## config.mk

```make
export PLATFORM = sky130hd
export DESIGN_NAME = whitespace_token_classifier
export DESIGN_NICKNAME = d
export VERILOG_FILES = /design/src/rtl/wtc_pkg.sv /design/src/rtl/whitespace_token_classifier.sv /design/src/rtl/wtc_num.sv
export SDC_FILE = /design/constraint.sdc
export NUM_CORES = 1
export LEC_CHECK = 0
export ABC_AREA = 1
export BUFFER_PORTS_ARGS = -buffer_cell sky130_fd_sc_hd__buf_4
export CORE_AREA = 5 5 284 286
export DETAILED_ROUTE_END_ITERATION = 6
export DIE_AREA = 0 0 289 291
export PLACE_DENSITY_LB_ADDON = 0.12
export SYNTH_ARGS = -nofsm -noshare
export SYNTH_HDL_FRONTEND = slang
export SYNTH_SLANG_ARGS = --single-unit
```

## constraint.sdc

```tcl
create_clock -name clk_i -period 12.2 [get_ports clk_i]
set_input_delay 2.44 -clock clk_i [delete_from_list [all_inputs] [get_ports clk_i]]
set_output_delay 2.44 -clock clk_i [all_outputs]
set_load 0.005 [all_outputs]
```

## src/rtl/wtc_pkg.sv

```systemverilog
// Package for the whitespace token classifier.
// Holds token kind codes, number parse phases and character/word helper functions.
// No dependencies.
package wtc_pkg;

  typedef enum logic [4:0] {
    K_FUNC = 5'd0, K_STOP = 5'd1, K_ITER = 5'd2, K_HALT = 5'd3, K_ONCE = 5'd4,
    K_PASS = 5'd5, K_TYPE = 5'd6, K_NULL = 5'd7, K_TRUE = 5'd8,
    K_NULL_EQ = 5'd9, K_FUNC_EQ = 5'd10, K_NUMBER = 5'd11,
    K_ID = 5'd12, K_DOT_ID = 5'd13, K_PID = 5'd14, K_DOT_PID = 5'd15,
    K_TID = 5'd16, K_DOT_TID = 5'd17, K_ID_EQ = 5'd18, K_PID_EQ = 5'd19,
    K_TID_EQ = 5'd20, K_PID_ARROW = 5'd21, K_OTHER = 5'd22
  } kind_e;

  typedef enum logic [2:0] {
    NS_START = 3'd0, NS_SIGN = 3'd1, NS_ZERO = 3'd2, NS_X = 3'd3,
    NS_DEC = 3'd4, NS_OCT = 3'd5, NS_HEX = 3'd6, NS_FAIL = 3'd7
  } num_phase_e;

  // id/pid recognizer states
  localparam logic [1:0] WS_START  = 2'd0;
  localparam logic [1:0] WS_ACCEPT = 2'd1;
  localparam logic [1:0] WS_DEAD   = 2'd2;
  // tid recognizer states
  localparam logic [2:0] TS_START  = 3'd0;
  localparam logic [2:0] TS_LOWER  = 3'd1;
  localparam logic [2:0] TS_UNDER  = 3'd2;
  localparam logic [2:0] TS_ACCEPT = 3'd3;
  localparam logic [2:0] TS_DEAD   = 3'd4;

  // Status of the number parser as seen by the classifier
  typedef struct packed {
    logic        is_num;
    logic [63:0] value;
  } num_res_t;

  function automatic logic is_lower(input logic [7:0] c);
    return c >= 8'h61 && c <= 8'h7a;
  endfunction

  function automatic logic is_upper(input logic [7:0] c);
    return c >= 8'h41 && c <= 8'h5a;
  endfunction

  function automatic logic is_digit(input logic [7:0] c);
    return c >= 8'h30 && c <= 8'h39;
  endfunction

  function automatic logic is_alnum(input logic [7:0] c);
    return is_lower(c) || is_upper(c) || is_digit(c);
  endfunction

  function automatic logic is_sep(input logic [7:0] c);
    return c == 8'h00 || c == 8'h20 || (c >= 8'h09 && c <= 8'h0d);
  endfunction

  // Step an id (upper_first = 0) or pid (upper_first = 1) recognizer
  function automatic logic [1:0] word_step(input logic upper_first, input logic [1:0] s,
                                           input logic [7:0] c);
    logic [1:0] r;
    r = WS_DEAD;
    if (s == WS_START) begin
      r = (upper_first ? is_upper(c) : is_lower(c)) ? WS_ACCEPT : WS_DEAD;
    end else if (s == WS_ACCEPT) begin
      r = is_alnum(c) ? WS_ACCEPT : WS_DEAD;
    end
    return r;
  endfunction

  // Step the tid recognizer
  function automatic logic [2:0] tid_step(input logic [2:0] s, input logic [7:0] c);
    logic [2:0] r;
    r = TS_DEAD;
    case (s)
      TS_START:  r = is_lower(c) ? TS_LOWER : TS_DEAD;
      TS_LOWER:  r = is_lower(c) ? TS_LOWER : ((c == 8'h5f) ? TS_UNDER : TS_DEAD);
      TS_UNDER:  r = is_upper(c) ? TS_ACCEPT : TS_DEAD;
      TS_ACCEPT: r = is_alnum(c) ? TS_ACCEPT : TS_DEAD;
      default:   r = TS_DEAD;
    endcase
    return r;
  endfunction

  // Keyword texts, first character in the low byte
  localparam logic [39:0] KW_FUNC    = 40'h00636e7566;
  localparam logic [39:0] KW_STOP    = 40'h00706f7473;
  localparam logic [39:0] KW_ITER    = 40'h0072657469;
  localparam logic [39:0] KW_HALT    = 40'h00746c6168;
  localparam logic [39:0] KW_ONCE    = 40'h0065636e6f;
  localparam logic [39:0] KW_PASS    = 40'h0073736170;
  localparam logic [39:0] KW_TYPE    = 40'h0065707974;
  localparam logic [39:0] KW_NULL    = 40'h006c6c756e;
  localparam logic [39:0] KW_TRUE    = 40'h0065757274;
  localparam logic [39:0] KW_NULL_EQ = 40'h3d6c6c756e;
  localparam logic [39:0] KW_FUNC_EQ = 40'h3d636e7566;

endpackage

```

## src/rtl/whitespace_token_classifier.sv

```systemverilog
// Top level of the whitespace token classifier.
// Depends on wtc_pkg and wtc_num.
//
// Usage:
//   One source character per request on the input channel (ch_i); a zero
//   byte ends the source. Tokens are runs of characters split at C
//   whitespace or zero. When a separator closes a non-empty token, one
//   request leaves on the output channel: kind, start offset, length and
//   the parsed value for number tokens.
//   The result of a token is registered and becomes valid in the cycle after
//   its closing separator is accepted. Throughput: one character per cycle
//   while in_ready_o is high; the state registers update in a single pass per character.
//   Stall: the result sits in an output register; while it waits, input is
//   still taken unless the waiting result is not taken and a new one is due
//   in the same cycle, in which case in_ready_o drops for that cycle.
//   Reset: offsets, counts and all recognizers return to the start of a new
//   source; the output register empties.
module whitespace_token_classifier import wtc_pkg::*; #(
  parameter int OFFSET_WIDTH = 32
) (
  input  logic               clk_i,
  input  logic               rst_ni,
  input  logic               in_valid_i,
  output logic               in_ready_o,
  input  logic [7:0]         ch_i,
  output logic               out_valid_o,
  input  logic               out_ready_i,
  output logic [4:0]         token_kind_o,
  output logic [31:0]        start_offset_o,
  output logic [31:0]        token_length_o,
  output logic signed [63:0] number_value_o
);

  localparam int CW = (OFFSET_WIDTH < 32) ? OFFSET_WIDTH : 32;
  localparam logic [CW-1:0] CNT_MAX = {CW{1'b1}};

  logic [CW-1:0] pos_q, begin_q, cnt_q;
  logic [39:0]   first_q;
  logic [15:0]   tail_q;
  logic [1:0]    id_q, pid_q, did_q, dpid_q, id1_q, pid1_q, pid2_q;
  logic [2:0]    tid_q, dtid_q, tid1_q;

  logic      in_fire, sep, emit;
  num_res_t  num_res;
  kind_e     kind;
  logic      out_valid_q;

  assign in_fire    = in_valid_i && in_ready_o;
  assign sep        = is_sep(ch_i);
  assign emit       = in_fire && sep && cnt_q != '0;
  // Block only a closing separator while the previous result still waits
  assign in_ready_o = !out_valid_q || out_ready_i || !sep || cnt_q == '0;

  wtc_num u_num (
    .clk_i   (clk_i),
    .rst_ni  (rst_ni),
    .step_i  (in_fire && !sep),
    .clear_i (in_fire && sep),
    .ch_i    (ch_i),
    .res_o   (num_res)
  );

  // Classify the open token, first match wins
  always_comb begin
    kind = K_OTHER;
    if (cnt_q == CW'(4) && first_q == KW_FUNC) kind = K_FUNC;
    else if (cnt_q == CW'(4) && first_q == KW_STOP) kind = K_STOP;
    else if (cnt_q == CW'(4) && first_q == KW_ITER) kind = K_ITER;
    else if (cnt_q == CW'(4) && first_q == KW_HALT) kind = K_HALT;
    else if (cnt_q == CW'(4) && first_q == KW_ONCE) kind = K_ONCE;
    else if (cnt_q == CW'(4) && first_q == KW_PASS) kind = K_PASS;
    else if (cnt_q == CW'(4) && first_q == KW_TYPE) kind = K_TYPE;
    else if (cnt_q == CW'(4) && first_q == KW_NULL) kind = K_NULL;
    else if (cnt_q == CW'(4) && first_q == KW_TRUE) kind = K_TRUE;
    else if (cnt_q == CW'(5) && first_q == KW_NULL_EQ) kind = K_NULL_EQ;
    else if (cnt_q == CW'(5) && first_q == KW_FUNC_EQ) kind = K_FUNC_EQ;
    else if (num_res.is_num) kind = K_NUMBER;
    else if (id_q == WS_ACCEPT) kind = K_ID;
    else if (did_q == WS_ACCEPT) kind = K_DOT_ID;
    else if (pid_q == WS_ACCEPT) kind = K_PID;
    else if (dpid_q == WS_ACCEPT) kind = K_DOT_PID;
    else if (tid_q == TS_ACCEPT) kind = K_TID;
    else if (dtid_q == TS_ACCEPT) kind = K_DOT_TID;
    else if (cnt_q > CW'(1) && tail_q[7:0] == 8'h3d && id1_q == WS_ACCEPT) kind = K_ID_EQ;
    else if (cnt_q > CW'(1) && tail_q[7:0] == 8'h3d && pid1_q == WS_ACCEPT) kind = K_PID_EQ;
    else if (cnt_q > CW'(1) && tail_q[7:0] == 8'h3d && tid1_q == TS_ACCEPT) kind = K_TID_EQ;
    else if (cnt_q > CW'(2) && tail_q == 16'h3c2d && pid2_q == WS_ACCEPT) kind = K_PID_ARROW;
  end

  // Advance token state on each accepted character
  always_ff @(posedge clk_i or negedge rst_ni) begin
    if (!rst_ni) begin
      pos_q   <= '0;
      begin_q <= '0;
      cnt_q   <= '0;
      first_q <= '0;
      tail_q  <= '0;
      id_q    <= WS_START; pid_q  <= WS_START; tid_q  <= TS_START;
      did_q   <= WS_START; dpid_q <= WS_START; dtid_q <= TS_START;
      id1_q   <= WS_START; pid1_q <= WS_START; tid1_q <= TS_START;
      pid2_q  <= WS_START;
    end else if (in_fire) begin
      if (sep) begin
        cnt_q   <= '0;
        first_q <= '0;
        tail_q  <= '0;
        id_q    <= WS_START; pid_q  <= WS_START; tid_q  <= TS_START;
        did_q   <= WS_START; dpid_q <= WS_START; dtid_q <= TS_START;
        id1_q   <= WS_START; pid1_q <= WS_START; tid1_q <= TS_START;
        pid2_q  <= WS_START;
        if (ch_i == 8'h00) begin
          pos_q   <= '0;
          begin_q <= '0;
        end else if (pos_q != CNT_MAX) begin
          pos_q <= pos_q + 1'b1;
        end
      end else begin
        if (cnt_q == '0) begin_q <= pos_q;
        if (cnt_q < CW'(5)) first_q[8*cnt_q[2:0] +: 8] <= ch_i;
        tail_q <= {tail_q[7:0], ch_i};
        pid2_q <= pid1_q;
        id1_q  <= id_q;
        pid1_q <= pid_q;
        tid1_q <= tid_q;
        id_q   <= word_step(1'b0, id_q, ch_i);
        pid_q  <= word_step(1'b1, pid_q, ch_i);
        tid_q  <= tid_step(tid_q, ch_i);
        if (cnt_q == '0) begin
          did_q  <= (ch_i == 8'h2e) ? WS_START : WS_DEAD;
          dpid_q <= (ch_i == 8'h2e) ? WS_START : WS_DEAD;
          dtid_q <= (ch_i == 8'h2e) ? TS_START : TS_DEAD;
        end else begin
          did_q  <= word_step(1'b0, did_q, ch_i);
          dpid_q <= word_step(1'b1, dpid_q, ch_i);
          dtid_q <= tid_step(dtid_q, ch_i);
        end
        if (cnt_q != CNT_MAX) cnt_q <= cnt_q + 1'b1;
        if (pos_q != CNT_MAX) pos_q <= pos_q + 1'b1;
      end
    end
  end

  // Hold result until taken
  always_ff @(posedge clk_i or negedge rst_ni) begin
    if (!rst_ni) begin
      out_valid_q <= 1'b0;
    end else if (emit) begin
      out_valid_q <= 1'b1;
    end else if (out_ready_i) begin
      out_valid_q <= 1'b0;
    end
  end

  // Load result payload
  always_ff @(posedge clk_i) begin
    if (emit) begin
      token_kind_o   <= kind;
      start_offset_o <= 32'(begin_q);
      token_length_o <= 32'(cnt_q);
      number_value_o <= (kind == K_NUMBER) ? num_res.value : 64'd0;
    end
  end

  assign out_valid_o = out_valid_q;

`ifndef ASSERT_OFF
  a_emit_valid: assert property (@(posedge clk_i) disable iff (!rst_ni)
    emit |=> out_valid_o) else $error("closed token produced no result");
  a_sep_clears: assert property (@(posedge clk_i) disable iff (!rst_ni)
    in_fire && sep |=> cnt_q == '0) else $error("token count not cleared");
  a_eos_pos: assert property (@(posedge clk_i) disable iff (!rst_ni)
    in_fire && ch_i == 8'h00 |=> pos_q == '0) else $error("position not reset at end");
  a_value_zero: assert property (@(posedge clk_i) disable iff (!rst_ni)
    out_valid_o && token_kind_o != K_NUMBER |-> number_value_o == 64'd0)
    else $error("value set on non-number token");
`endif

endmodule

```

## src/rtl/wtc_num.sv

```systemverilog
// Saturating signed integer parser with sign and base prefix.
// Depends on wtc_pkg.
module wtc_num import wtc_pkg::*; (
  input  logic       clk_i,
  input  logic       rst_ni,
  input  logic       step_i,
  input  logic       clear_i,
  input  logic [7:0] ch_i,
  output num_res_t   res_o
);

  num_phase_e  phase_q, phase_d;
  logic        neg_q, neg_d;
  logic        over_q, over_d;
  logic [63:0] accum_q, accum_d;

  logic        add_en;
  logic [1:0]  base_sel; // 0 decimal, 1 octal, 2 hex
  logic [3:0]  digit;
  logic [3:0]  hex_d;
  logic        hex_ok;
  logic [67:0] prod;
  logic [67:0] sum;

  // Decode hex digit value
  always_comb begin
    hex_ok = 1'b1;
    hex_d  = 4'd0;
    if (is_digit(ch_i)) begin
      hex_d = 4'(ch_i - 8'h30);
    end else if (ch_i >= 8'h61 && ch_i <= 8'h66) begin
      hex_d = 4'(ch_i - 8'h57);
    end else if (ch_i >= 8'h41 && ch_i <= 8'h46) begin
      hex_d = 4'(ch_i - 8'h37);
    end else begin
      hex_ok = 1'b0;
    end
  end

  // Advance parse phase
  always_comb begin
    logic is_oct;
    is_oct   = ch_i >= 8'h30 && ch_i <= 8'h37;
    phase_d  = phase_q;
    neg_d    = neg_q;
    add_en   = 1'b0;
    base_sel = 2'd0;
    digit    = hex_d;
    case (phase_q)
      NS_START, NS_SIGN: begin
        if (phase_q == NS_START && (ch_i == 8'h2b || ch_i == 8'h2d)) begin
          neg_d   = ch_i == 8'h2d;
          phase_d = NS_SIGN;
        end else if (ch_i == 8'h30) begin
          phase_d = NS_ZERO;
        end else if (is_digit(ch_i)) begin
          phase_d = NS_DEC;
          add_en  = 1'b1;
        end else begin
          phase_d = NS_FAIL;
        end
      end
      NS_ZERO: begin
        if (ch_i == 8'h78 || ch_i == 8'h58) begin
          phase_d = NS_X;
        end else if (is_oct) begin
          phase_d  = NS_OCT;
          add_en   = 1'b1;
          base_sel = 2'd1;
        end else begin
          phase_d = NS_FAIL;
        end
      end
      NS_X, NS_HEX: begin
        if (hex_ok) begin
          phase_d  = NS_HEX;
          add_en   = 1'b1;
          base_sel = 2'd2;
        end else begin
          phase_d = NS_FAIL;
        end
      end
      NS_DEC: begin
        if (is_digit(ch_i)) add_en = 1'b1;
        else phase_d = NS_FAIL;
      end
      NS_OCT: begin
        base_sel = 2'd1;
        if (is_oct) add_en = 1'b1;
        else phase_d = NS_FAIL;
      end
      default: phase_d = NS_FAIL;
    endcase
  end

  // Multiply-accumulate by shifts; flag overflow past 2^63
  always_comb begin
    case (base_sel)
      2'd1:    prod = {4'd0, accum_q} << 3;
      2'd2:    prod = {4'd0, accum_q} << 4;
      default: prod = ({4'd0, accum_q} << 3) + ({4'd0, accum_q} << 1);
    endcase
    sum     = prod + {64'd0, digit};
    over_d  = over_q;
    accum_d = accum_q;
    if (add_en && !over_q) begin
      accum_d = sum[63:0];
      if (sum[67:64] != 4'd0 || sum[63:0] > 64'h8000_0000_0000_0000) over_d = 1'b1;
    end
  end

  // Hold or clear parser state
  always_ff @(posedge clk_i or negedge rst_ni) begin
    if (!rst_ni) begin
      phase_q <= NS_START;
      neg_q   <= 1'b0;
      over_q  <= 1'b0;
      accum_q <= 64'd0;
    end else if (clear_i) begin
      phase_q <= NS_START;
      neg_q   <= 1'b0;
      over_q  <= 1'b0;
      accum_q <= 64'd0;
    end else if (step_i) begin
      phase_q <= phase_d;
      neg_q   <= neg_d;
      over_q  <= over_d;
      accum_q <= accum_d;
    end
  end

  // Apply sign and saturation
  always_comb begin
    res_o.is_num = phase_q == NS_ZERO || phase_q == NS_DEC ||
                   phase_q == NS_OCT || phase_q == NS_HEX;
    if (neg_q) begin
      res_o.value = over_q ? 64'h8000_0000_0000_0000 : (64'd0 - accum_q);
    end else if (over_q || accum_q[63]) begin
      res_o.value = 64'h7fff_ffff_ffff_ffff;
    end else begin
      res_o.value = accum_q;
    end
  end

endmodule

```

==> summary.md, run 1 <==
| Metric | Value |
|---|---|
| RSZ-0062 raised after global routing | `no` |
| Final non-filler cell total | `5510` |
| Fin util | `0.420` |
| Initial Utilization | `0.374` |
| Synthesized cell area | `0.0292 sq mm` |
| Multi-input logic area | `0.0156 sq mm` |
| Clk_skew | `22.6 ps` |
| CP startpoint | `ch_i[0]` |
| Req. time, crit path | `12650 ps` |
| Via density | `5.30` |
| Final Max Tran Viols | `0` |
| PortBufs | `146` |
| Worst-Skew Late Latency | `590 ps` |
| Largest net degree at the start of global routing | `140` |
| R2R Setup Slk | `6680 ps` |
| Switching portion of total power | `0.520` |
| Gp weighted congestion | `0.955` |
| Worst setup path end | `u_num.over_q` |
| TritonCTS clock tree | `done` |
| Total nets after synthesis | `4407` |
| Clock Sinks | `378` |
| Cells after Synth | `4314` |
| Worst hold path type | `flip-flop to flip-flop` |
| Syn_area_per_cell | `6.77 sq um` |
| Yosys warns | `0` |
| Share of cells above drive strength 1 | `0.109` |
| Total CTS buffers | `43` |
| Die area | `0.0841 sq mm` |
| Seq/Total Area, Yosys | `0.347` |
| Max-cap violation count | `0` |
| NetSw | `3780 uW` |
| Final setup fails | `0` |
| Residual DRC count | `0` |
| All-Layer GR Usage | `0.247` |
| Max Fclk | `127 MHz` |
| Register area | `0.0101 sq mm` |
| Cts hold-fix bufs | `0` |
| Worst Setup Start Kind | `primary input` |
| TNS Setup | `0 ps` |
| Die Wd | `289 um` |
| Routed Antenna Nets | `0` |
| Internal power | `3490 uW` |
| Initial antenna violation count | `0` |
| Rel. slew slack | `0.153` |
| Area grow syn2layout | `12.3%` |
| Most frequent CP cell | `nand2_1` |
| Crit end category | `flip-flop` |
| Clock network power share | `0.184` |
| Pleak | `0.0157 uW` |
| Period utilization | `0.644` |
| Dpl cells | `5429` |
| FF+latch count, synth | `378` |
| Fin Hold WS | `445 ps` |
| Core area | `0.0781 sq mm` |
| CP Data Arrival Time | `8320 ps` |
| # IOs | `147` |
| Via Count | `29209` |
| Final-layout fill cell count | `8422` |
| Die H | `291 um` |
| Peak VDD IR | `0.000121 V` |
| Post-synth top flop | `dfrtp_1` |
| Detailed Route WL | `106 mm` |
| Critical path class | `primary input to flip-flop` |
| Post-synth ARST share | `0.648` |
| Worst reg2reg path endpoint | `u_num.over_q` |
| Worst R2R Path Depth | `36` |
| R2r startpoint | `u_num.phase_q[1]` |
| PwrDens | `222 mW/mm^2` |
| H-tree Lvls | `2` |
| CTS root buffer | `clkbuf_16` |
| CP peak stage delay | `780 ps` |
| Vias in the first global route | `28249` |
| Max FO, Critical Path | `36` |
| Distinct cell type count after synthesis | `65` |
| Top cell family by delay on the critical path | `simple AND/OR/NAND/NOR gates` |
| Pre-antenna DRT Iters | `6` |
| Post_cts resized | `0` |
| Comb power frac | `0.553` |
| EDFF count, synth | `133` |
| NumNets Final | `4517` |
| Status | `completed` |
| Initial DRC count | `2512` |
| WP buf/inv | `5` |
| Slowest CP cell | `ha_2` |
| Crit path time final | `7860 ps` |
| Post-detail-place hpwl | `83.6 mm` |
| Final Hold Fails | `0` |
| Clk slew on worst S/H paths | `70 ps` |
| Site Rows | `103` |
| Tightest Pin Transition | `1250 ps` |
| Buffers from clock root to sink, at most | `3` |
| Postcts setup bufs | `0` |
| First-pass GRT wire length | `165 mm` |
| Flop pwr share | `0.263` |
| Drt wl/cell | `19.3 um` |
| Worst path depth | `40` |
| Overflow after GRT | `0` |
==> sequential cells by signal, summed over array words and instances (netlist names), 3 cells and up <==
register	count
token_kind_o	5
first_q	40
number_value_o	64
pos_q	32
token_length_o	32
tail_q	16
u_num.accum_q	64
begin_q	32
tid1_q	3
cnt_q	32
start_offset_o	32
dtid_q	3
u_num.phase_q	3
tid_q	3
==> cell usage after synthesis, types with 40 or more instances <==
cell type	n	area, sq um
nand2_2	49	307
o21ai_0	202	1010
ha_1	79	988
nor4_1	42	263
o221ai_1	81	709
nand4_1	83	519
inv_1	721	2710
nor2_2	40	250
a21oi_1	155	776
dfrtp_1	245	6130
xor2_1	40	350
clkbuf_1	49	184
o22ai_1	78	488
edfxtp_1	133	3990
nand3_1	360	1800
inv_2	63	236
nor3_1	92	460
nor2_1	466	1750
nand2_1	1054	3960
==> cell type report <==
type | count | area share
tap | 1050 | 0.0401
antenna | 1 | 0.0000764
inverter | 794 | 0.0911
sequential | 378 | 0.309
clock buffer | 63 | 0.0379
multi-input combinational | 3043 | 0.477
timing repair buffer | 164 | 0.0382
clock inverter | 17 | 0.00626
==> stage by stage <==
step	total power [uW]	setup slack (ps)	cell area [sq um]
detailed placement	5850	3830	31300
finish	7270	4340	32800
floorplan	4600	4230	29200
CTS	7240	4440	32800
global route	7840	3630	32800
global placement	5890	3820	31300
==> kinds of logic after synthesis <==
logic type | share of synthesized area
XOR/XNOR | 0.0141
adder cells (fa/ha/maj) | 0.0352
flip-flops | 0.347
buffers and inverters | 0.118
AO/OA/AOI/OAI | 0.127
AND/OR/NAND/NOR | 0.359
==> layer usage <==
layer,up-vias,track usage,wire [um]
met5,-,0,0
met3,157,0.0330,6490
met4,0,0.0663,3060
met1,13779,0.357,49300
li1,14392,-,-
met2,881,0.389,47300
==> worst min-delay path by stage <==
stage	endpoint	from	slack [ps]	cells after the start
after floorplan	start_offset_o[0]	begin_q[0]	420	0
after global placement	start_offset_o[4]	begin_q[4]	430	0
after detailed placement	start_offset_o[2]	begin_q[2]	430	0
after CTS	start_offset_o[2]	begin_q[2]	450	0
after global routing	start_offset_o[28]	begin_q[28]	460	0
final	start_offset_o[14]	begin_q[14]	440	0
==> worst register-to-register path, delay by kind of cell (launching register included) <==
family,cells,cell delay (ps)
DFF,1,420
adders and majority gates,3,1260
buffers and inverters,4,270
and+or+nand+nor,27,3020
AOI/OAI and AO/OA,2,420
==> placed cells by master, fill, tap and decap left out, drive strengths merged, types with 13 or more instances in the layout <==
cell    instances
clkinv         17
o21ai         214
o22ai          78
nor2          546
nor4           44
a21oi         158
a31oi          18
ha             79
or2            16
xor2           41
clkbuf         63
dfrtp         245
nand3         386
nand2        1107
nor3           98
nand4          84
o211ai         13
edfxtp        133
buf           164
o221ai         81
inv           788
==> power groups by stage <==
stage	Sequential, uW	Clock [uW]	Combinational (uW)
final	1920	1340	4020
after global routing	1940	1420	4480
after CTS	1900	1380	3960
after detailed placement	1920	0	3930
after global placement	1920	0	3960
after floorplan	1750	0	2850
Power figures use the tool's default switching activity.
==> run 2, diff against run 1 <==
==> constraint.sdc (replaced) <==
create_clock -name clk_i -period 7.65 [get_ports clk_i]
set_input_delay 1.53 -clock clk_i [delete_from_list [all_inputs] [get_ports clk_i]]
set_output_delay 1.53 -clock clk_i [all_outputs]
set_load 0.005 [all_outputs]
==> run 2 against run 1 <==
Against the previous run: register-to-register slack got worse by 4300 ps; worst hold slack lost 3.1 ps; the run now ends with design-rule violations left; sequential share of layout area about the same; combinational power up 59%; design area is essentially flat; die area unchanged; highest routed layer unchanged; clock skew is 2.0 ps higher; clock power grew 56%.
==> summary.md, run 2 (same netlist as run 1, synthesis figures left out) <==
| Metric | Value |
|---|---|
| Status | `complete, but fails checks` |
| Violated checks | `design-rule violations` |
| Tightest Pin Transition | `1120 ps` |
| Pre-antenna DRT Iters | `7` |
| NetSw | `6030 uW` |
| Clock network power share | `0.180` |
| Postcts setup bufs | `0` |
| Vias in the first global route | `27943` |
| Most frequent CP cell | `nand2_1` |
| Core area | `0.0781 sq mm` |
| Area grow syn2layout | `12.4%` |
| Max Fclk | `150 MHz` |
| Detailed Route WL | `107 mm` |
| Overflow after GRT | `0` |
| Final non-filler cell total | `5516` |
| CP Data Arrival Time | `7110 ps` |
| Share of cells above drive strength 1 | `0.109` |
| Max-cap violation count | `0` |
| TritonCTS clock tree | `done` |
| Initial antenna violation count | `0` |
| Die area | `0.0841 sq mm` |
| Routed Antenna Nets | `0` |
| Final Max Tran Viols | `0` |
| H-tree Lvls | `2` |
| CP peak stage delay | `480 ps` |
| Switching portion of total power | `0.522` |
| Period utilization | `0.871` |
| # IOs | `147` |
| Worst Setup Start Kind | `primary input` |
| NumNets Final | `4525` |
| Largest net degree at the start of global routing | `139` |
| Final setup margin | `987 ps` |
| TNS Setup | `0 ps` |
| Req. time, crit path | `8090 ps` |
| Total CTS buffers | `42` |
| Via Count | `29258` |
| Pleak | `0.0157 uW` |
| First-pass GRT wire length | `164 mm` |
| Dpl cells | `5438` |
| PwrDens | `353 mW/mm^2` |
| Residual DRC count | `1` |
| Initial DRC count | `2362` |
| Slowest CP cell | `ha_2` |
| Comb power frac | `0.554` |
| Max FO, Critical Path | `8` |
| Most frequent cells in the layout | `1054 x nand2_1, 720 x inv_1, 466 x nor2_1, 360 x nand3_1, 244 x dfrtp_1` |
| Buffers from clock root to sink, at most | `3` |
| Drt wl/cell | `19.4 um` |
| Initial Utilization | `0.374` |
| Final setup fails | `0` |
| Die Wd | `289 um` |
| Via density | `5.30` |
| Post_cts resized | `0` |
| RSZ-0062 raised after global routing | `no` |
| PortBufs | `146` |
| Site Rows | `103` |
| Peak VDD IR | `0.000171 V` |
| Rel. slew slack | `0.240` |
| Crit end category | `flip-flop` |
| Worst hold path type | `flip-flop to flip-flop` |
| Post-detail-place hpwl | `84.8 mm` |
| All-Layer GR Usage | `0.247` |
| Clk slew on worst S/H paths | `60 ps` |
| CTS root buffer | `clkbuf_16` |
| Diodes inserted | `0` |
| Clock Sinks | `378` |
| Critical path class | `primary input to flip-flop` |
| Final Hold Fails | `0` |
| Crit path time final | `6660 ps` |
| Biggest regs | `number_value_o: 64 flops, u_num.accum_q: 64 flops, first_q: 40 flops` |
| Post-Place Setup Slack | `470 ps` |
| Total power | `11600 uW` |
| Commonest non-fill, non-tap cell in the layout | `nand2_1` |
| Die H | `291 um` |
| Flop pwr share | `0.265` |
| Cts hold-fix bufs | `0` |
| Internal power | `5530 uW` |
| Worst-Skew Late Latency | `580 ps` |
| Clk_skew | `24.6 ps` |
| Gp weighted congestion | `0.953` |
run 2: routing by layer:
metal  wire length (um)  part of all wire  global-route usage  vias up
li1                   -                 -                   -    14402
met1              50300              0.47               0.359    13814
met2              47200              0.44               0.391      887
met3               6050             0.057              0.0276      155
met4               3250             0.030              0.0677        0
met5                  0                 0                   0        -
run 2: final cells by class:
cell class	count	area, sq um
tap	1050	1310
clock inverter	15	190
fill	8457	45300
multi-input combinational	3043	15600
inverter	794	2990
timing repair buffer	173	1330
clock buffer	63	1210
sequential	378	10100
run 2: path summary, 6_finish.rpt:
| path | startpoint | endpoint | slack (ps) | cells after the start |
|---|---|---|---|---|
| min reg2reg | begin_q[24] | start_offset_o[24] | 440 | 0 |
| min in group asynchronous | rst_ni | cnt_q[22] | 850 | 1 |
| min | begin_q[24] | start_offset_o[24] | 440 | 0 |
| max in group asynchronous | rst_ni | u_num.accum_q[56] | 5520 | 2 |
| max | ch_i[6] | u_num.over_q | 990 | 39 |
| max reg2reg | u_num.phase_q[1] | u_num.over_q | 2340 | 36 |
run 2: through the flow:
| stage | instance area [sq um] | utilization | hold WS, ps |
|---|---|---|---|
| 6_report | 32800 | 0.420 | 441 |
| 2_1_floorplan | 29200 | - | 425 |
| 3_5_place_dp | 31400 | 0.402 | 433 |
| 3_3_place_gp | 31400 | 0.402 | 428 |
| 4_1_cts | 32800 | 0.420 | 445 |
| 5_1_grt | 32800 | 0.420 | 460 |
run 2: power groups by stage:
stage / combinational (uW) / sequential [uW] / clock (uW)
floorplan: 4540 / 2800 / 0
global placement: 6320 / 3070 / 0
detailed placement: 6270 / 3070 / 0
CTS: 6310 / 3030 / 2140
global route: 7160 / 3090 / 2230
finish: 6410 / 3070 / 2090
run 2: critical path: cells and delay by family:
kind                       cells  cell delay (ps)
and+or+nand+nor               28             3330
adders and majority gates      3             1020
AOI/OAI and AO/OA              3              780
buffers and inverters          5              440
